--- src/design/lsrwe_pkg.sv ---
// shared types and constants for the lcd spi register write encoder
// no dependencies
package lsrwe_pkg;

   typedef enum logic [1:0] {
      CMD_BANKED_WRITE = 2'd0,
      CMD_SECOND_WRITE = 2'd1,
      CMD_BROADCAST    = 2'd2,
      CMD_BANKED_READ  = 2'd3
   } command_type;

   localparam logic [7:0]  BANK_SELECT_ADDR = 8'hEF;
   localparam logic [7:0]  ADDR_MAX         = 8'hFF;
   localparam logic [15:0] WORD_BANK_SELECT = 16'h00EF;
   localparam logic [15:0] WORD_DATA        = 16'h0100;
   localparam logic [15:0] WORD_SECOND_ADDR = 16'h8000;
   localparam logic [15:0] WORD_SECOND_DATA = 16'h8100;
   localparam logic [15:0] WORD_BCAST_ADDR  = 16'hC000;
   localparam logic [15:0] WORD_BCAST_DATA  = 16'hC100;
   localparam logic [15:0] WORD_READ_DUMMY  = 16'h2000;

   localparam int unsigned MAX_WORDS = 4;

   typedef struct packed {
      logic [MAX_WORDS-1:0][15:0] words;
      logic [1:0]                 last_index;
      logic                       is_read;
   } plan_type;

   typedef struct packed {
      logic     valid;
      plan_type plan;
   } head_type;

endpackage

--- src/design/lsrwe_front.sv ---
// front end: accepts accesses, checks the address caches and builds a word plan
// depends on lsrwe_pkg
module lsrwe_front (
   input  logic               clock,
   input  logic               reset,
   input  logic               req_valid,
   input  logic [1:0]         req_command,
   input  logic [7:0]         req_bank,
   input  logic [7:0]         req_address,
   input  logic [7:0]         req_data,
   input  logic               queue_full,
   output logic               push,
   output lsrwe_pkg::plan_type plan
);
   import lsrwe_pkg::*;

   logic [7:0] bank_ff, bank_in;
   logic       bank_valid_ff, bank_valid_in;
   logic [7:0] sub_ff, sub_in;
   logic       sub_valid_ff, sub_valid_in;
   logic [7:0] second_ff, second_in;
   logic       second_valid_ff, second_valid_in;

   assign push = req_valid && !queue_full;

   always_comb begin
      logic [1:0] pos;
      logic       bank_change;
      logic       sub_hit;
      pos             = 2'd0;
      bank_change     = 1'b0;
      sub_hit         = 1'b0;
      plan            = '0;
      bank_in         = bank_ff;
      bank_valid_in   = bank_valid_ff;
      sub_in          = sub_ff;
      sub_valid_in    = sub_valid_ff;
      second_in       = second_ff;
      second_valid_in = second_valid_ff;
      unique case (command_type'(req_command))
         CMD_BANKED_WRITE: begin
            bank_change = (!bank_valid_ff || bank_ff != req_bank)
                          && req_address != BANK_SELECT_ADDR;
            if (bank_change) begin
               plan.words[pos] = WORD_BANK_SELECT;
               pos = pos + 2'd1;
               plan.words[pos] = WORD_DATA | {8'h00, req_bank};
               pos = pos + 2'd1;
               bank_in       = req_bank;
               bank_valid_in = 1'b1;
            end
            sub_hit = sub_valid_ff && !bank_change && sub_ff == req_address;
            if (!sub_hit) begin
               plan.words[pos] = {8'h00, req_address};
               pos = pos + 2'd1;
            end
            plan.words[pos] = WORD_DATA | {8'h00, req_data};
            if (req_address == BANK_SELECT_ADDR) begin
               bank_in       = req_data;
               bank_valid_in = 1'b1;
            end
            sub_in          = req_address + 8'd1;
            sub_valid_in    = req_address != ADDR_MAX;
            second_valid_in = 1'b0;
         end
         CMD_SECOND_WRITE: begin
            if (!(second_valid_ff && second_ff == req_address)) begin
               plan.words[pos] = WORD_SECOND_ADDR | {8'h00, req_address};
               pos = pos + 2'd1;
            end
            plan.words[pos] = WORD_SECOND_DATA | {8'h00, req_data};
            second_in       = req_address + 8'd1;
            second_valid_in = req_address != ADDR_MAX;
            sub_valid_in    = 1'b0;
         end
         CMD_BROADCAST: begin
            plan.words[pos] = WORD_BCAST_ADDR | {8'h00, req_address};
            pos = pos + 2'd1;
            plan.words[pos] = WORD_BCAST_DATA | {8'h00, req_data};
            second_valid_in = 1'b0;
            sub_valid_in    = 1'b0;
         end
         CMD_BANKED_READ: begin
            bank_change = !bank_valid_ff || bank_ff != req_bank;
            if (bank_change) begin
               plan.words[pos] = WORD_BANK_SELECT;
               pos = pos + 2'd1;
               plan.words[pos] = WORD_DATA | {8'h00, req_bank};
               pos = pos + 2'd1;
               bank_in       = req_bank;
               bank_valid_in = 1'b1;
            end
            plan.words[pos] = {8'h00, req_address};
            pos = pos + 2'd1;
            plan.words[pos] = WORD_READ_DUMMY;
            plan.is_read = 1'b1;
            sub_in       = req_address;
            sub_valid_in = 1'b1;
         end
         default: begin
         end
      endcase
      plan.last_index = pos;
   end

   always_ff @(posedge clock) begin
      if (reset) begin
         bank_valid_ff   <= 1'b0;
         sub_valid_ff    <= 1'b0;
         second_valid_ff <= 1'b0;
         bank_ff         <= '0;
         sub_ff          <= '0;
         second_ff       <= '0;
      end else if (push) begin
         bank_valid_ff   <= bank_valid_in;
         sub_valid_ff    <= sub_valid_in;
         second_valid_ff <= second_valid_in;
         bank_ff         <= bank_in;
         sub_ff          <= sub_in;
         second_ff       <= second_in;
      end
   end

endmodule

--- src/design/lsrwe_queue.sv ---
// two-entry plan queue between front end and word sequencer
// depends on lsrwe_pkg
module lsrwe_queue (
   input  logic                clock,
   input  logic                reset,
   input  logic                push,
   input  lsrwe_pkg::plan_type push_plan,
   input  logic                pop,
   output logic                full,
   output lsrwe_pkg::head_type head
);
   import lsrwe_pkg::*;

   plan_type   entry_ff [2];
   logic       wr_ptr_ff, wr_ptr_in;
   logic       rd_ptr_ff, rd_ptr_in;
   logic [1:0] count_ff, count_in;

   assign full       = count_ff == 2'd2;
   assign head.valid = count_ff != 2'd0;
   assign head.plan  = entry_ff[rd_ptr_ff];

   always_comb begin
      wr_ptr_in = push ? !wr_ptr_ff : wr_ptr_ff;
      rd_ptr_in = pop ? !rd_ptr_ff : rd_ptr_ff;
      count_in  = count_ff + {1'b0, push} - {1'b0, pop};
   end

   always_ff @(posedge clock) begin
      if (reset) begin
         wr_ptr_ff <= 1'b0;
         rd_ptr_ff <= 1'b0;
         count_ff  <= 2'd0;
      end else begin
         wr_ptr_ff <= wr_ptr_in;
         rd_ptr_ff <= rd_ptr_in;
         count_ff  <= count_in;
      end
   end

   always_ff @(posedge clock) begin
      if (push) begin
         entry_ff[wr_ptr_ff] <= push_plan;
      end
   end

endmodule

--- src/design/lsrwe_back.sv ---
// word sequencer: walks the head plan and drives the registered result port
// depends on lsrwe_pkg
module lsrwe_back (
   input  logic                clock,
   input  logic                reset,
   input  lsrwe_pkg::head_type head,
   output logic                pop,
   output logic                rsp_valid,
   input  logic                rsp_stall,
   output logic [15:0]         rsp_spi_word,
   output logic                rsp_read_slot,
   output logic                rsp_last
);
   import lsrwe_pkg::*;

   logic [1:0]  index_ff, index_in;
   logic        valid_ff, valid_in;
   logic [15:0] word_ff;
   logic        read_slot_ff;
   logic        last_ff;
   logic        load;
   logic        at_last;

   assign load    = head.valid && (!valid_ff || !rsp_stall);
   assign at_last = index_ff == head.plan.last_index;
   assign pop     = load && at_last;

   always_comb begin
      index_in = index_ff;
      if (load) begin
         index_in = at_last ? 2'd0 : index_ff + 2'd1;
      end
      valid_in = load || (valid_ff && rsp_stall);
   end

   always_ff @(posedge clock) begin
      if (reset) begin
         index_ff <= 2'd0;
         valid_ff <= 1'b0;
      end else begin
         index_ff <= index_in;
         valid_ff <= valid_in;
      end
   end

   always_ff @(posedge clock) begin
      if (load) begin
         word_ff      <= head.plan.words[index_ff];
         read_slot_ff <= head.plan.is_read && at_last;
         last_ff      <= at_last;
      end
   end

   assign rsp_valid     = valid_ff;
   assign rsp_spi_word  = word_ff;
   assign rsp_read_slot = read_slot_ff;
   assign rsp_last      = last_ff;

endmodule

--- src/design/lcd_spi_register_write_encoder_core.sv ---
// Register access to SPI word encoder for a two-chip display controller. Each accepted
// access produces one to four 16-bit words, emitted by the word sequencer one per cycle
// on the rsp_ port while rsp_stall is low, the final one flagged by rsp_last. Bank,
// banked sub-address and second-chip address are cached so repeated address words
// are dropped. A two-entry plan queue lets new accesses be accepted while
// words drain.
// top level; depends on lsrwe_pkg, lsrwe_front, lsrwe_queue, lsrwe_back
module lcd_spi_register_write_encoder_core (
   input  logic        clock,
   input  logic        reset,
   input  logic        req_valid,
   output logic        req_stall,
   input  logic [1:0]  req_command,
   input  logic [7:0]  req_bank,
   input  logic [7:0]  req_address,
   input  logic [7:0]  req_data,
   output logic        rsp_valid,
   input  logic        rsp_stall,
   output logic [15:0] rsp_spi_word,
   output logic        rsp_read_slot,
   output logic        rsp_last
);
   import lsrwe_pkg::*;

   logic     push;
   logic     pop;
   logic     full;
   plan_type plan;
   head_type head;

   assign req_stall = full;

   lsrwe_front u_front (
      .clock       (clock),
      .reset       (reset),
      .req_valid   (req_valid),
      .req_command (req_command),
      .req_bank    (req_bank),
      .req_address (req_address),
      .req_data    (req_data),
      .queue_full  (full),
      .push        (push),
      .plan        (plan)
   );

   lsrwe_queue u_queue (
      .clock     (clock),
      .reset     (reset),
      .push      (push),
      .push_plan (plan),
      .pop       (pop),
      .full      (full),
      .head      (head)
   );

   lsrwe_back u_back (
      .clock         (clock),
      .reset         (reset),
      .head          (head),
      .pop           (pop),
      .rsp_valid     (rsp_valid),
      .rsp_stall     (rsp_stall),
      .rsp_spi_word  (rsp_spi_word),
      .rsp_read_slot (rsp_read_slot),
      .rsp_last      (rsp_last)
   );

endmodule
--- config.mk ---
export PLATFORM = sky130hd
export DESIGN_NAME = lcd_spi_register_write_encoder_core
export DESIGN_NICKNAME = d
export VERILOG_FILES = /design/src/design/lsrwe_pkg.sv /design/src/design/lsrwe_front.sv /design/src/design/lsrwe_queue.sv /design/src/design/lsrwe_back.sv /design/src/design/lcd_spi_register_write_encoder_core.sv
export SDC_FILE = /design/constraint.sdc
export NUM_CORES = 1
export LEC_CHECK = 0
export BUFFER_PORTS_ARGS = -buffer_cell sky130_fd_sc_hd__buf_4
export CORE_AREA = 8 8 161 163
export CTS_BUF_LIST = sky130_fd_sc_hd__clkbuf_4 sky130_fd_sc_hd__clkbuf_8
export CTS_CLUSTER_DIAMETER = 40
export DETAILED_ROUTE_END_ITERATION = 10
export DIE_AREA = 0 0 169 171
export PLACE_DENSITY = 0.47
export SYNTH_ARGS = -nofsm -noshare
export SYNTH_HDL_FRONTEND = slang
export SYNTH_SLANG_ARGS = --single-unit
export TNS_END_PERCENT = 20
--- constraint.sdc ---
create_clock -name clock -period 5.7 [get_ports clock]
set_input_delay 0.285 -clock clock [delete_from_list [all_inputs] [get_ports clock]]
set_output_delay 0.285 -clock clock [all_outputs]
set_load 0.005 [all_outputs]
==> results.sh <==
export IMPL_p_sw_share_pct=29.6
export IMPL_cp_end_kind="flip-flop"
export IMPL_p_leak_nw=2.47
export IMPL_num_vias=3927
export IMPL_switchingPower_mw=0.841
export IMPL_synth_cells=476
export IMPL_finalSetupTns_ns=0
export IMPL_p_int_mw=2.00
export IMPL_avgSynthCellArea_um2=13.4
export IMPL_comb_power_share_pct=25.4
export IMPL_fp_row_count=56
export IMPL_cts_buffer_depth=2
export IMPL_hold_class="in -> reg"
export IMPL_ys_types=58
export IMPL_die_w_um=169
export IMPL_cp_top_family="buffers and inverters"
export IMPL_start_util_pct=27.5
export IMPL_post_cts_buffers=0
export IMPL_clock_sinks=137
export IMPL_hold_violations=0
export IMPL_power_density_nw_per_um2=385
export IMPL_ctsHoldBuffers=0
export IMPL_cp_max_fo=15
export IMPL_synth_main_ff_cell="edfxtp_1"
export IMPL_crit_slowest_cell="inv_1"
export IMPL_grt_max_degree=45
export IMPL_final_common_cell="edfxtp_1"
export IMPL_numCtsBuffers=17
export IMPL_max_vdd_ir_drop_mv=0.139
export IMPL_rsz0062_at_grt="no"
export IMPL_antenna_cells=0
export IMPL_fin_area_um2=7380
export IMPL_power_frac_seq_pct=48.5
export IMPL_drive_above_1_share_pct=25.3
export IMPL_status="complete, no violations"
export IMPL_place_ws_ns=2.72
export IMPL_core_region_area_um2=23300
export IMPL_tightestPinTransition_ns=0.987
export IMPL_die_y_um=171
export IMPL_clock_skew_final_ns=0.00926
export IMPL_clockRootBuffer="clkbuf_8"
export IMPL_grt_overflow=0
export IMPL_synth_seq_cells=137
export IMPL_drv_slew=0
export IMPL_fmax_mhz=342
export IMPL_setup_slack_ns=2.78
export IMPL_wl_um=16000
export IMPL_cap_violations=0
export IMPL_cp_num_buf_inv=2
export IMPL_cts_resized=0
export IMPL_clkPwrFrac_pct=26.1
export IMPL_cts_clk_slew_worst_paths_ns=0.08
export IMPL_wire_per_inst_um=18.9
export IMPL_start_kind="flip-flop"
export IMPL_die_area_um2=28900
export IMPL_slowest_delay_ns=0.59
export IMPL_cts_tree="built"
export IMPL_whs_ns=0.131
export IMPL_layout_common_cells="102 x edfxtp_1, 50 x buf_4, 43 x nor2_1"
export IMPL_power_total_mw=2.84
export IMPL_ant_nets=0
export IMPL_nNetsFinal=555
export IMPL_yosys_warnings=0
export IMPL_io_pins=50
export IMPL_grt_pass1_vias=3979
export IMPL_crit_type="reg -> reg"
export IMPL_timing_final_crit_share_pct=51.3
export IMPL_hpwl_um=11500
export IMPL_cp_arrival_ns=3.24
export IMPL_fin_crit_ns=2.92
export IMPL_place_gp_congestion=0.785
export IMPL_viasPerCell=4.63
export IMPL_netlist_area_um2=6400
export IMPL_antenna_found_initial=0
export IMPL_yosysSeqAreaShare_pct=58.8
export IMPL_grt_pass1_wl_um=24400
export IMPL_synth_edf_count=102
export IMPL_dpl_cell_area_um2=7020
export IMPL_drtPass1Iterations=7
export IMPL_first_iter_violations=218
export IMPL_area_growth_syn_to_layout_pct=15.3
export IMPL_drc_errors=0
export IMPL_clkLatencyLatePin_ns=0.45
export IMPL_ys_async_sr_fraction_pct=0
export IMPL_io_buffers=45
export IMPL_setup_viol=0
export IMPL_max_slew_margin_rel_pct=34.0
export IMPL_cts_htree_levels=4
export IMPL_cp_required_ns=6.02
export IMPL_grtUsageTotal_pct=11.3
export IMPL_cp_cell_sequence="o21ai_0, inv_1, and2_1, ha_1, inv_1, ha_1, xor2_1, xnor2_1, nor2_1"
==> metrics by stage <==
stage | instances | util (%)
global placement | 816 | 30.2
global route | 848 | 31.7
CTS | 848 | 31.7
detailed placement | 816 | 30.2
finish | 848 | 31.7
floorplan | 481 | -
==> cell families (layout without fill, tap and decap cells) <==
kind of cell	Yosys count	in the layout	share of synthesized area (%)
compound gates	76	76	9.25
other cells	1	6	0.0586
simple gates	112	112	8.99
buf+inv	55	103	4.18
flops	137	137	58.8
xor+xnor	37	37	5.06
mux	49	49	11.9
fa+ha+maj	9	9	1.76
==> layout make-up <==
| cell class | instances | area (um2) |
|---|---|---|
| fill | 2417 | 15900 |
| sequential | 137 | 3760 |
| multi-input combinational | 289 | 2400 |
| tap | 319 | 399 |
| timing repair buffer | 50 | 375 |
| clock buffer | 18 | 241 |
| clock inverter | 14 | 121 |
| inverter | 21 | 78.8 |
==> power groups by stage <==
stage	Clock (mW)	Combinational (mW)	Sequential, mW
final	0.742	0.721	1.38
after global placement	0	0.736	1.40
after detailed placement	0	0.738	1.40
after floorplan	0	0.490	1.38
after global routing	0.809	0.790	1.40
after CTS	0.768	0.742	1.38
==> Yosys cell counts, types with 2 or more instances <==
cell	number	share of area, %
edfxtp_1	102	48
nor2_1	45	2.6
dfxtp_1	35	11
xnor2_1	32	4.4
inv_1	21	1.2
mux4_2	20	7.0
a211oi_1	19	2.2
clkbuf_1	17	1.0
mux2_2	16	2.8
o21ai_0	15	1.2
mux2i_1	13	2.0
nor4_1	11	1.1
nand2_1	10	0.59
nor3_1	10	0.78
and2_1	9	0.88
ha_1	9	1.8
a22o_1	8	1.1
a21oi_1	7	0.55
a221oi_1	7	0.96
buf_4	6	0.70
buf_2	5	0.39
nand3_1	5	0.39
xor2_1	5	0.68
nor2b_1	4	0.39
or3_1	4	0.39
nor2_2	3	0.29
a211oi_2	2	0.39
a311oi_1	2	0.27
buf_1	2	0.12
buf_6	2	0.35
nand2b_1	2	0.20
nand4_1	2	0.20
==> metal layers <==
| metal | vias up | wire length, um | track usage [%] |
|---|---|---|---|
| met3 | 15 | 616 | 3.11 |
| met4 | 0 | 223 | 3.69 |
| met1 | 1954 | 7440 | 14.6 |
| met2 | 103 | 7710 | 18.3 |
| met5 | - | 0 | 0 |
| li1 | 1855 | - | - |
==> registers in the layout (all words and copies together) (netlist names), 2 cells and up, named ones only <==
register and cells:
u_front.sub_ff 8, u_back.rsp_spi_word 12, u_front.bank_ff 8, u_front.second_ff 8, u_queue.entry_ff 88, u_back.index_ff 2, u_queue.count_ff 2
==> path summary, 6_finish.rpt <==
path / from / end / slack, ns / cells after the start
worst max register to register: u_queue.count_ff[1] / u_queue.count_ff[1] / 2.78 / 9
worst max-delay path: u_queue.count_ff[1] / u_queue.count_ff[1] / 2.78 / 9
worst min-delay path: req_address[0] / u_front.second_ff[0] / 0.13 / 2
worst min register to register: u_front.bank_valid_ff / u_front.bank_valid_ff / 0.48 / 2
No activity file was read; power rests on OpenSTA's default activity.
